**src/rtl/ffa_pkg.sv**
```systemverilog
`timescale 1ns / 1ps

package ffa_pkg;

  localparam int MEM_CELLS = 128;
  localparam int CELL_AW   = (MEM_CELLS > 1) ? $clog2(MEM_CELLS) : 1;
  localparam int CNT_W     = $clog2(MEM_CELLS + 1);
  localparam int CFG_W     = 8;
  localparam int LEN_W     = 8;
  localparam int HANDLE_W  = 16;
  localparam int MODE_W    = 2;
  localparam int STATUS_W  = 2;
  // common width for comparing counts against the 8-bit fields
  localparam int CMP_W     = (CNT_W > CFG_W) ? CNT_W : CFG_W;

  localparam logic [CFG_W-1:0] CELLS_RESET = 8'd128;

  localparam logic [MODE_W-1:0] MODE_ALLOC  = 2'd0;
  localparam logic [MODE_W-1:0] MODE_ERASE  = 2'd1;
  localparam logic [MODE_W-1:0] MODE_DEFRAG = 2'd2;

  localparam logic [STATUS_W-1:0] STATUS_OK      = 2'd0;
  localparam logic [STATUS_W-1:0] STATUS_NULL    = 2'd1;
  localparam logic [STATUS_W-1:0] STATUS_ILLEGAL = 2'd2;

  // per-cell verdict of the compare unit
  typedef struct packed {
    logic             free;
    logic             hit;
    logic             fit;
    logic [CMP_W-1:0] run_next;
  } ffa_cell_res_t;

endpackage

```
**src/rtl/ffa_cell_ram.sv**
```systemverilog
`timescale 1ns / 1ps

module ffa_cell_ram
  import ffa_pkg::*;
(
  input  logic                clk_i,
  input  logic                rst_ni,
  input  logic                rd_en_i,
  input  logic [CELL_AW-1:0]  rd_addr_i,
  output logic [HANDLE_W-1:0] rd_data_o,
  input  logic                wr_en_i,
  input  logic [CELL_AW-1:0]  wr_addr_i,
  input  logic [HANDLE_W-1:0] wr_data_i
);

  logic [HANDLE_W-1:0]  mem [MEM_CELLS];
  logic [MEM_CELLS-1:0] written_q;
  logic [HANDLE_W-1:0]  rd_data_q;
  logic                 rd_written_q;

  always_ff @(posedge clk_i) begin
    if (wr_en_i) begin
      mem[wr_addr_i] <= wr_data_i;
    end
    if (rd_en_i) begin
      rd_data_q <= mem[rd_addr_i];
    end
  end

  // a cell never written since reset reads as free
  always_ff @(posedge clk_i or negedge rst_ni) begin
    if (!rst_ni) begin
      written_q    <= '0;
      rd_written_q <= 1'b0;
    end else begin
      if (wr_en_i) begin
        written_q[wr_addr_i] <= 1'b1;
      end
      if (rd_en_i) begin
        rd_written_q <= written_q[rd_addr_i];
      end
    end
  end

  assign rd_data_o = rd_written_q ? rd_data_q : '0;

endmodule

```
**src/rtl/ffa_cell_unit.sv**
```systemverilog
`timescale 1ns / 1ps

module ffa_cell_unit
  import ffa_pkg::*;
(
  input  logic [HANDLE_W-1:0] cell_i,
  input  logic [HANDLE_W-1:0] handle_i,
  input  logic [CMP_W-1:0]    run_i,
  input  logic [LEN_W-1:0]    len_i,
  output ffa_cell_res_t       res_o
);

  logic             free;
  logic [CMP_W-1:0] run_next;

  assign free     = (cell_i == '0);
  assign run_next = free ? (run_i + CMP_W'(1)) : '0;

  assign res_o.free     = free;
  assign res_o.hit      = (handle_i != '0) && (cell_i == handle_i);
  assign res_o.fit      = free && (run_next == CMP_W'(len_i));
  assign res_o.run_next = run_next;

endmodule

```
**src/rtl/first_fit_block_allocator.sv**
```systemverilog
`timescale 1ns / 1ps
// channel   dir  tdata                        tuser
// s_axis    in   [7:0] length, [23:8] handle  [1:0] mode
// m_axis    out  [15:0] handle_res            [1:0] status
// cfg       in   cfg_wdata_i = cells_in_use, written when cfg_we_i is high
//
// one word at a time; each pass reads one cell per cycle from the single
// read port of the cell store, m = managed cells (min of cells_in_use, 128)
// alloc: a scan up to the first fit, a fill of the requested cells, then the output;
// zero length or a used-up counter goes straight to the output
// erase: a scan of the managed cells, then the output when illegal; defragment: a
// scan of the managed cells, then clearing each free managed cell and a step to finish
// cells read as free after reset; s_axis_tready is low while a pass runs, and a
// word held back on m_axis keeps the next pass with a result (and s_axis) waiting

module first_fit_block_allocator
  import ffa_pkg::*;
(
  input  logic                 clk_i,
  input  logic                 rst_ni,
  input  logic                 s_axis_tvalid,
  output logic                 s_axis_tready,
  input  logic [23:0]          s_axis_tdata,  // [7:0] length, [23:8] handle
  input  logic [MODE_W-1:0]    s_axis_tuser,  // [1:0] mode
  output logic                 m_axis_tvalid,
  input  logic                 m_axis_tready,
  output logic [15:0]          m_axis_tdata,  // [15:0] handle_res
  output logic [STATUS_W-1:0]  m_axis_tuser,  // [1:0] status
  input  logic                 cfg_we_i,
  input  logic [CFG_W-1:0]     cfg_wdata_i
);

  typedef enum logic [2:0] {
    S_IDLE,
    S_SCAN,
    S_FILL,
    S_CLEAR,
    S_RESP
  } state_e;

  state_e              state_q;
  logic [CFG_W-1:0]    cells_q;
  logic [MODE_W-1:0]   mode_q;
  logic [LEN_W-1:0]    len_q;
  logic [HANDLE_W-1:0] hdl_q;
  logic [HANDLE_W-1:0] next_hdl_q;
  logic [CNT_W-1:0]    m_q;
  logic [CNT_W-1:0]    idx_q;
  logic [CNT_W-1:0]    dst_q;
  logic                p_vld_q;
  logic [CELL_AW-1:0]  p_idx_q;
  logic [CMP_W-1:0]    run_q;
  logic [CMP_W-1:0]    cnt_q;
  logic [CELL_AW-1:0]  wr_ptr_q;
  logic                found_q;
  logic [STATUS_W-1:0] res_status_q;
  logic [HANDLE_W-1:0] res_handle_q;
  logic                out_valid_q;
  logic [STATUS_W-1:0] out_status_q;
  logic [HANDLE_W-1:0] out_handle_q;

  logic                in_fire;
  logic [CNT_W-1:0]    managed;
  logic                rd_en;
  logic [HANDLE_W-1:0] rd_data;
  logic                wr_en;
  logic [CELL_AW-1:0]  wr_addr;
  logic [HANDLE_W-1:0] wr_data;
  logic                scan_done;
  logic                alloc_fit;
  ffa_cell_res_t       cres;

  assign s_axis_tready = (state_q == S_IDLE);
  assign in_fire       = s_axis_tvalid && s_axis_tready;
  assign m_axis_tvalid = out_valid_q;
  assign m_axis_tdata  = out_handle_q;
  assign m_axis_tuser  = out_status_q;

  assign managed = (CMP_W'(cells_q) > CMP_W'(MEM_CELLS)) ? CNT_W'(MEM_CELLS)
                                                          : CNT_W'(cells_q);

  ffa_cell_unit u_unit (
    .cell_i   (rd_data),
    .handle_i (hdl_q),
    .run_i    (run_q),
    .len_i    (len_q),
    .res_o    (cres)
  );

  assign alloc_fit = (state_q == S_SCAN) && p_vld_q && (mode_q == MODE_ALLOC) && cres.fit;
  assign scan_done = (idx_q == m_q) && !p_vld_q;
  assign rd_en     = (state_q == S_SCAN) && (idx_q < m_q) && !alloc_fit;

  always_comb begin
    wr_en   = 1'b0;
    wr_addr = p_idx_q;
    wr_data = '0;
    case (state_q)
      S_SCAN: begin
        if (p_vld_q && (mode_q == MODE_ERASE) && cres.hit) begin
          wr_en = 1'b1;
        end else if (p_vld_q && (mode_q == MODE_DEFRAG) && !cres.free) begin
          wr_en   = 1'b1;
          wr_addr = dst_q[CELL_AW-1:0];
          wr_data = rd_data;
        end
      end
      S_FILL: begin
        wr_en   = 1'b1;
        wr_addr = wr_ptr_q;
        wr_data = next_hdl_q;
      end
      S_CLEAR: begin
        wr_en   = (dst_q < m_q);
        wr_addr = dst_q[CELL_AW-1:0];
      end
      default: begin
        wr_en = 1'b0;
      end
    endcase
  end

  ffa_cell_ram u_ram (
    .clk_i     (clk_i),
    .rst_ni    (rst_ni),
    .rd_en_i   (rd_en),
    .rd_addr_i (idx_q[CELL_AW-1:0]),
    .rd_data_o (rd_data),
    .wr_en_i   (wr_en),
    .wr_addr_i (wr_addr),
    .wr_data_i (wr_data)
  );

  always_ff @(posedge clk_i or negedge rst_ni) begin
    if (!rst_ni) begin
      state_q      <= S_IDLE;
      cells_q      <= CELLS_RESET;
      mode_q       <= MODE_ALLOC;
      len_q        <= '0;
      hdl_q        <= '0;
      next_hdl_q   <= HANDLE_W'(1);
      m_q          <= '0;
      idx_q        <= '0;
      dst_q        <= '0;
      p_vld_q      <= 1'b0;
      p_idx_q      <= '0;
      run_q        <= '0;
      cnt_q        <= '0;
      wr_ptr_q     <= '0;
      found_q      <= 1'b0;
      res_status_q <= STATUS_OK;
      res_handle_q <= '0;
      out_valid_q  <= 1'b0;
      out_status_q <= STATUS_OK;
      out_handle_q <= '0;
    end else begin
      if (cfg_we_i) begin
        cells_q <= cfg_wdata_i;
      end
      // in S_RESP an accepted word is replaced right away
      if (m_axis_tready && (state_q != S_RESP)) begin
        out_valid_q <= 1'b0;
      end
      p_vld_q <= rd_en;
      if (rd_en) begin
        p_idx_q <= idx_q[CELL_AW-1:0];
        idx_q   <= idx_q + CNT_W'(1);
      end

      case (state_q)
        S_IDLE: begin
          if (in_fire) begin
            mode_q  <= s_axis_tuser;
            len_q   <= s_axis_tdata[7:0];
            hdl_q   <= s_axis_tdata[23:8];
            m_q     <= managed;
            idx_q   <= '0;
            dst_q   <= '0;
            run_q   <= '0;
            found_q <= 1'b0;
            case (s_axis_tuser)
              MODE_ALLOC: begin
                if (next_hdl_q == '0) begin
                  res_status_q <= STATUS_NULL;
                  res_handle_q <= '0;
                  state_q      <= S_RESP;
                end else if (s_axis_tdata[7:0] == '0) begin
                  // zero length takes a handle and marks nothing
                  res_status_q <= STATUS_OK;
                  res_handle_q <= next_hdl_q;
                  next_hdl_q   <= next_hdl_q + HANDLE_W'(1);
                  state_q      <= S_RESP;
                end else begin
                  state_q <= S_SCAN;
                end
              end
              MODE_ERASE, MODE_DEFRAG: begin
                state_q <= S_SCAN;
              end
              default: begin
                state_q <= S_IDLE;
              end
            endcase
          end
        end

        S_SCAN: begin
          if (p_vld_q) begin
            case (mode_q)
              MODE_ALLOC: begin
                run_q <= cres.run_next;
              end
              MODE_ERASE: begin
                if (cres.hit) begin
                  found_q <= 1'b1;
                end
              end
              MODE_DEFRAG: begin
                if (!cres.free) begin
                  dst_q <= dst_q + CNT_W'(1);
                end
              end
              default: begin
                run_q <= run_q;
              end
            endcase
          end
          if (alloc_fit) begin
            // fill the run downward from its last cell
            wr_ptr_q <= p_idx_q;
            cnt_q    <= CMP_W'(len_q);
            state_q  <= S_FILL;
          end else if (scan_done) begin
            case (mode_q)
              MODE_ALLOC: begin
                res_status_q <= STATUS_NULL;
                res_handle_q <= '0;
                state_q      <= S_RESP;
              end
              MODE_ERASE: begin
                res_status_q <= STATUS_ILLEGAL;
                res_handle_q <= '0;
                state_q      <= found_q ? S_IDLE : S_RESP;
              end
              default: begin
                state_q <= S_CLEAR;
              end
            endcase
          end
        end

        S_FILL: begin
          wr_ptr_q <= wr_ptr_q - CELL_AW'(1);
          cnt_q    <= cnt_q - CMP_W'(1);
          if (cnt_q == CMP_W'(1)) begin
            res_status_q <= STATUS_OK;
            res_handle_q <= next_hdl_q;
            next_hdl_q   <= next_hdl_q + HANDLE_W'(1);
            state_q      <= S_RESP;
          end
        end

        S_CLEAR: begin
          if (dst_q < m_q) begin
            dst_q <= dst_q + CNT_W'(1);
          end else begin
            state_q <= S_IDLE;
          end
        end

        S_RESP: begin
          if (!out_valid_q || m_axis_tready) begin
            out_valid_q  <= 1'b1;
            out_status_q <= res_status_q;
            out_handle_q <= res_handle_q;
            state_q      <= S_IDLE;
          end
        end

        default: begin
          state_q <= S_IDLE;
        end
      endcase
    end
  end

endmodule

```
**config.mk**
```make
export PLATFORM = sky130hd
export DESIGN_NAME = first_fit_block_allocator
export DESIGN_NICKNAME = d
export VERILOG_FILES = /design/src/rtl/ffa_pkg.sv /design/src/rtl/ffa_cell_ram.sv /design/src/rtl/ffa_cell_unit.sv /design/src/rtl/first_fit_block_allocator.sv
export SDC_FILE = /design/constraint.sdc
export NUM_CORES = 2
export LEC_CHECK = 0
export BUFFER_PORTS_ARGS = -buffer_cell sky130_fd_sc_hd__buf_2
export CAP_MARGIN = 20
export CORE_AREA = 2 2 516 518
export CTS_BUF_LIST = sky130_fd_sc_hd__clkbuf_4 sky130_fd_sc_hd__clkbuf_8
export DETAILED_ROUTE_END_ITERATION = 8
export DIE_AREA = 0 0 518 520
export PLACE_DENSITY = 0.55
export SYNTH_ARGS = -nofsm -noshare
export SYNTH_HDL_FRONTEND = slang
export SYNTH_SLANG_ARGS = --single-unit
```
**constraint.sdc**
```tcl
create_clock -name clk_i -period 11.8 [get_ports clk_i]
set_input_delay 2.36 -clock clk_i [delete_from_list [all_inputs] [get_ports clk_i]]
set_output_delay 2.36 -clock clk_i [all_outputs]
set_load 0.01 [all_outputs]
```
Yosys cells after proc, flatten, opt, wreduce, memory -nomap -nowiden

Memory sizes are Yosys's and may differ from the RTL's. A register that Yosys moved wholly into a read port is not among the register bits.
Index checks and enable logic that the tools add are counted.

Register bits after elaboration: 275
Memory bits (writable): 2048
Input bits: 39
Memories kept: 1

Memory list:

| name      | depth | bits a word | read ports | clocked after memory_dff | wr ports | line               | text |
|---|---|---|---|---|---|---|---|
| u_ram.mem | 128   | 16          | 1          | 1                        | 1        | ffa_cell_ram.sv:16 | `logic [HANDLE_W-1:0] mem [MEM_CELLS];` |

Add/subtract/negate cells: 6
Magnitude comparators: 6
Equality and inequality tests: 34
Multiplexer cells: 78
Bitwise operators: 1
Reductions and logical operators: 44

Operator list:

| kind                    | number |
|---|---|
| $mux W16                | 16 |
| $or A128 B128 Y128      | 1 |
| $mux W8                 | 13 |
| $pmux W16 S2            | 2 |
| $pmux W16 S3            | 1 |
| $logic_not A16 Y1       | 2 |
| $pmux W8 S2             | 2 |
| $mux W3                 | 9 |
| $ne A2 B2 Y1 const B    | 13 |
| $add A8 B1 Y8 const B   | 3 |
| $pmux W8 S3             | 1 |
| $mux W7                 | 3 |
| $pmux W7 S3             | 1 |
| $add A16 B1 Y16 const B | 1 |
| $eq A16 B16 Y1          | 1 |
| $eq A8 B8 Y1            | 2 |
| $lt A7 B8 Y1 const B    | 2 |
| $lt A8 B8 Y1            | 2 |
| $reduce_and A8 Y1       | 2 |
| $reduce_bool A16 Y1     | 1 |
| $logic_and A1 B1 Y1     | 15 |
| $pmux W3 S5             | 1 |
| $mux W2                 | 7 |
| $pmux W7 S2             | 1 |
| 34 further kinds        | 67 |

Longest topological paths before layout

Depth after elaboration: 12
Mapped depth: 16

Cells and area by module

Synthesis repeated with hierarchy kept, for this count alone.

Cell total of the unflattened synthesis: 4342
Area total of the unflattened synthesis: 91532.8 sq um

Modules (own cells, without submodules):

| module                    | instances | cells an instance | area each (sq um) | sequential area each (sq um) |
|---|---|---|---|---|
| ffa_cell_ram              | 1         | 3511              | 83642.7           | 65207.5 |
| first_fit_block_allocator | 1         | 755               | 7263.2            | 3656.0 |
| ffa_cell_unit             | 1         | 76                | 626.9             | 0.0 |

Worst setup path after synthesis

No wires, ideal clock.

Kind: flip-flop to flip-flop
Start: register state_q[1]
End: memory u_ram.mem[0][0], data pin
Arrival: 6367 ps
Setup slack: 4236 ps
Cell stages (with the launch flop): 7
Clock period less this slack: 7564 ps
Cell sequence: dfrtp_1 -> buf_2 -> buf_2 -> inv_1 -> or3_1 -> clkbuf_1 -> o21ai_0

Word-level cells in the longest chain between the ends: 2

RTL lines:

| element                                      | line                             | text |
|---|---|---|
| start: declaration                           | first_fit_block_allocator.sv:41  | `state_e state_q;` |
| start signal: assignment                     | first_fit_block_allocator.sv:243 | `state_q <= found_q ? S_IDLE : S_RESP;` |
| $eq A3 B2 Y1 or $eq A3 B1 Y1 (tied branches) | first_fit_block_allocator.sv:98  | `case (state_q)` |
| $pmux W16 S2 *                               | first_fit_block_allocator.sv:98  |  |
| via u_ram.wr_data_i[0]                       | ffa_cell_ram.sv:13               | `input logic [HANDLE_W-1:0] wr_data_i` |
| end: declaration                             | ffa_cell_ram.sv:16               |  |

Mark *: on every way through the listed nets, which the timed path passes. The rest lies on a longest branch.

Worst setup path after layout

Start: register idx_q[1]
End: register u_ram.rd_data_q[6], read port of u_ram.mem, data pin

Word-level cells in the longest chain between the ends: 3

RTL lines:

| element                           | line                             | text |
|---|---|---|
| start: declaration                | first_fit_block_allocator.sv:48  | `logic [CNT_W-1:0] idx_q;` |
| start signal: assignment          | first_fit_block_allocator.sv:167 | `idx_q <= idx_q + CNT_W'(1);` |
| $lt A8 B8 Y1                      | first_fit_block_allocator.sv:92  | `assign rd_en = (state_q == S_SCAN) && (idx_q < m_q) && !alloc_fit;` |
| $logic_and A1 B1 Y1 (2 in series) | first_fit_block_allocator.sv:92  |  |
| end: declaration                  | ffa_cell_ram.sv:18               | `logic [HANDLE_W-1:0] rd_data_q;` |

Several ways; a longest one is shown, not always the timed one.
A chain may end at the register's enable or synchronous reset.

==> metrics <==
outcome finished clean; Starting Density about a third; Slew Viols, Final 0; Post-synth EDFFs 2064; Setup Fix Bufs, Post-CTS 0; clock latency on the worst-skew pair 1.09 ns; H-tree depth 5; final core utilization between 30% and 40%; total clock sinks ~2300; Final Critical Period a little over 5 ns; first-pass GRT wire length between 300000 and 400000 um; Power Density ~200 nW/um2; worst min-delay path class reg -> reg; Data arrival, critical path 5.86 ns; Req. time, crit path 12.61 ns; Slew headroom a little under a quarter; clk slew on worst S/H paths roughly 0.070 ns; Antenna Nets Post-Route 0; gpl congestion about 0.8; Setup TNS 0 ns; Syn Inst Count between 4000 and 5000; filler cell count ~23000; core footprint between 200000 and 300000 um2; FF+latch count, synth ~2300; Avg Cell Area, Syn about 21 um2; crit end category flop; dpl cells a little under 8000; Iteration-0 DRC Markers 5056; Synth cell types 65; post-DP HPWL ~140000 um; Slew @ Worst Pin 1.16 ns; RSZ-0062 raised after global routing no; PostCTS Resize Cnt 0; TritonCTS clock tree yes; Worst Reg-to-Reg Cells 6; Final Hold Vio Count 0; ys async rst share around an eighth; Peak supply drop roughly 170 uV; main flop type after synthesis edfxtp_1; critical path startpoint category flop; clock root cell clkbuf_8; Pwr Total roughly 22 mW; routed len/inst about 29 um; max frequency slightly below 200 MHz; hold_buf cts 0; largest net degree at the start of global routing 172; initial antenna violation count 26; clock buffer depth 4; CP Class reg -> reg; Multi-input gate area 22300 um2; Cells on Worst Hold Path 1; I/O pin count 59; total die area approximately 270000 um2; mapped cell area between 90000 and 100000 um2; leak pwr 30.7 nW; Worst Hold Slack 0.469 ns; vias per inst about 5.4; area grow syn2layout 14.2%; row cnt 189; final wirelength about 250000 um; Max Fanout on Critical Path 67; IO Port Bufs 58; layout cells sized above 1 approximately 34%; Layout Cells excl Fill 8508; MaxCap Viol Count 0; Vias roughly 46000; die height around 520 um; DRC 0; Die Wd 518 um; Syn. warnings 0; TritonRoute pass-1 iters 6; GRT Resource Usage Total roughly 18%; crit share post-route between 40 and 50%; Setup-failing EPs final 0; cts bufs inserted between 300 and 400; skew final just over 0.08 ns; vias in the first global route about 47000; gr ovfl total 0; syn nets about 4400; register area share after synthesis between 70% and 80%; register area 68900 um2; nets between 4000 and 5000
## registers in the layout, indices dropped and copies added (netlist names), 8 cells and up
signal	cells
m_q	8
m_axis_tdata	16
len_q	8
cells_q	8
next_hdl_q	16
dst_q	8
res_handle_q	16
u_ram.rd_data_q	16
run_q	8
cnt_q	8
u_ram.mem	2048
u_ram.written_q	128
hdl_q	16
idx_q	8
## per-layer routing
metal  GRT usage (%)  part of all wire [%]  up-vias
met5               0                 0.017        -
met4            4.73                   2.2        6
met3            4.85                   8.5      352
met2            28.8                    48     1942
met1            24.8                    42    24800
li1                -                     -    18700
## synthesized netlist by cell type (4+ instances only)
cell type     n  area share (%)
edfxtp_1   2064              67
mux4_2      700              17
dfrtp_1     273             7.4
nor2_1      189            0.77
nand2_1     181            0.74
clkbuf_1    139            0.57
o21bai_1    128             1.0
o21ai_0      78            0.42
buf_2        50            0.27
mux2_2       49            0.60
buf_1        37            0.15
inv_1        34            0.14
a21oi_1      32            0.17
xnor2_1      28            0.27
ha_1         25            0.34
nand3_1      19            0.10
nor4_1       19            0.13
mux2i_1      16            0.17
a22o_1       15            0.14
nand4_1      15            0.10
xor2_1       15            0.14
and3_1       11           0.075
nand3b_1     11           0.090
nor2b_1      11           0.075
o21a_1       11           0.090
buf_4        10           0.082
a221o_1       9           0.098
nand2b_1      9           0.061
a22oi_1       8           0.065
a31oi_1       8           0.054
and2_1        8           0.054
nor3_1        8           0.044
o22ai_1       8           0.054
a211o_1       7           0.067
a21o_1        6           0.049
a2bb2oi_1     5           0.048
nor4bb_1      5           0.054
o31ai_1       5           0.041
a311o_1       4           0.044
o211ai_1      4           0.033
or2_2         4           0.027
## critical path, cell delays in order (launching register included)
cell and delay, ns:
dfrtp_4 1.10, buf_4 0.76, buf_4 0.74, mux4_2 0.42, mux4_2 0.62, mux4_2 0.62, mux2_2 0.36
## metrics by stage
stage	area (um2)	setup WS, ns
global route	105000	6.53
detailed placement	97600	6.74
floorplan	91900	4.24
global placement	97500	6.74
CTS	105000	6.71
finish	105000	6.75
## power by group
part	internal (mW)	total, mW	switching, mW
Sequential	9.65	10.0	0.400
Combinational	1.91	4.66	2.75
Clock	3.73	6.90	3.17
## layout by cell type, fill, tap and decap left out, types with 23 or more instances in the layout
cell type	count
nor2_2	23
o21bai_1	128
clkbuf_8	412
nand2_1	177
dfrtp_1	269
mux4_2	700
o21ai_0	76
clkinv_1	74
clkinv_2	41
xnor2_1	28
ha_1	25
mux2_2	49
edfxtp_1	2064
buf_4	171
a21oi_1	32
inv_1	33
nor2_4	25
nor2_1	141
clkbuf_4	120
buf_2	57
## area by class of cell
cell class              count  area share [%]
well taps                3533            4.21
clock buffers             532            6.26
clock inverters           133           0.745
flip-flops and latches   2339            65.6
repair buffers            242            1.78
multi-input cells        1689            21.2
inverters                  36           0.136
diodes                      4         0.00954
## cell families (layout without fill, tap and decap cells)
kind of cell	after synthesis	in the layout	share of synthesized area (%)
buf+inv	274	943	1.24
simple gates	503	503	2.45
fa+ha+maj	25	25	0.340
other cells	0	4	0
compound gates	353	353	2.67
xor+xnor	43	43	0.410
flops	2339	2339	74.9
mux	765	765	17.9
## worst paths after layout
check                                                      from                               to  slack (ns)
worst min-delay path            u_ram.written_q[38]$_DFFE_PN0P_  u_ram.written_q[38]$_DFFE_PN0P_        0.47
worst max-delay path                         idx_q[1]$_DFF_PN0_     u_ram.rd_data_q[6]$_DFFE_PP_        6.75
max in group asynchronous                                rst_ni               idx_q[0]$_DFF_PN0_        8.74
worst min register to register  u_ram.written_q[38]$_DFFE_PN0P_  u_ram.written_q[38]$_DFFE_PN0P_        0.47
min in group asynchronous                                rst_ni            hdl_q[10]$_DFFE_PN0P_        1.35
worst max register to register               idx_q[1]$_DFF_PN0_     u_ram.rd_data_q[6]$_DFFE_PP_        6.75
(Power assumes the default switching activity.)
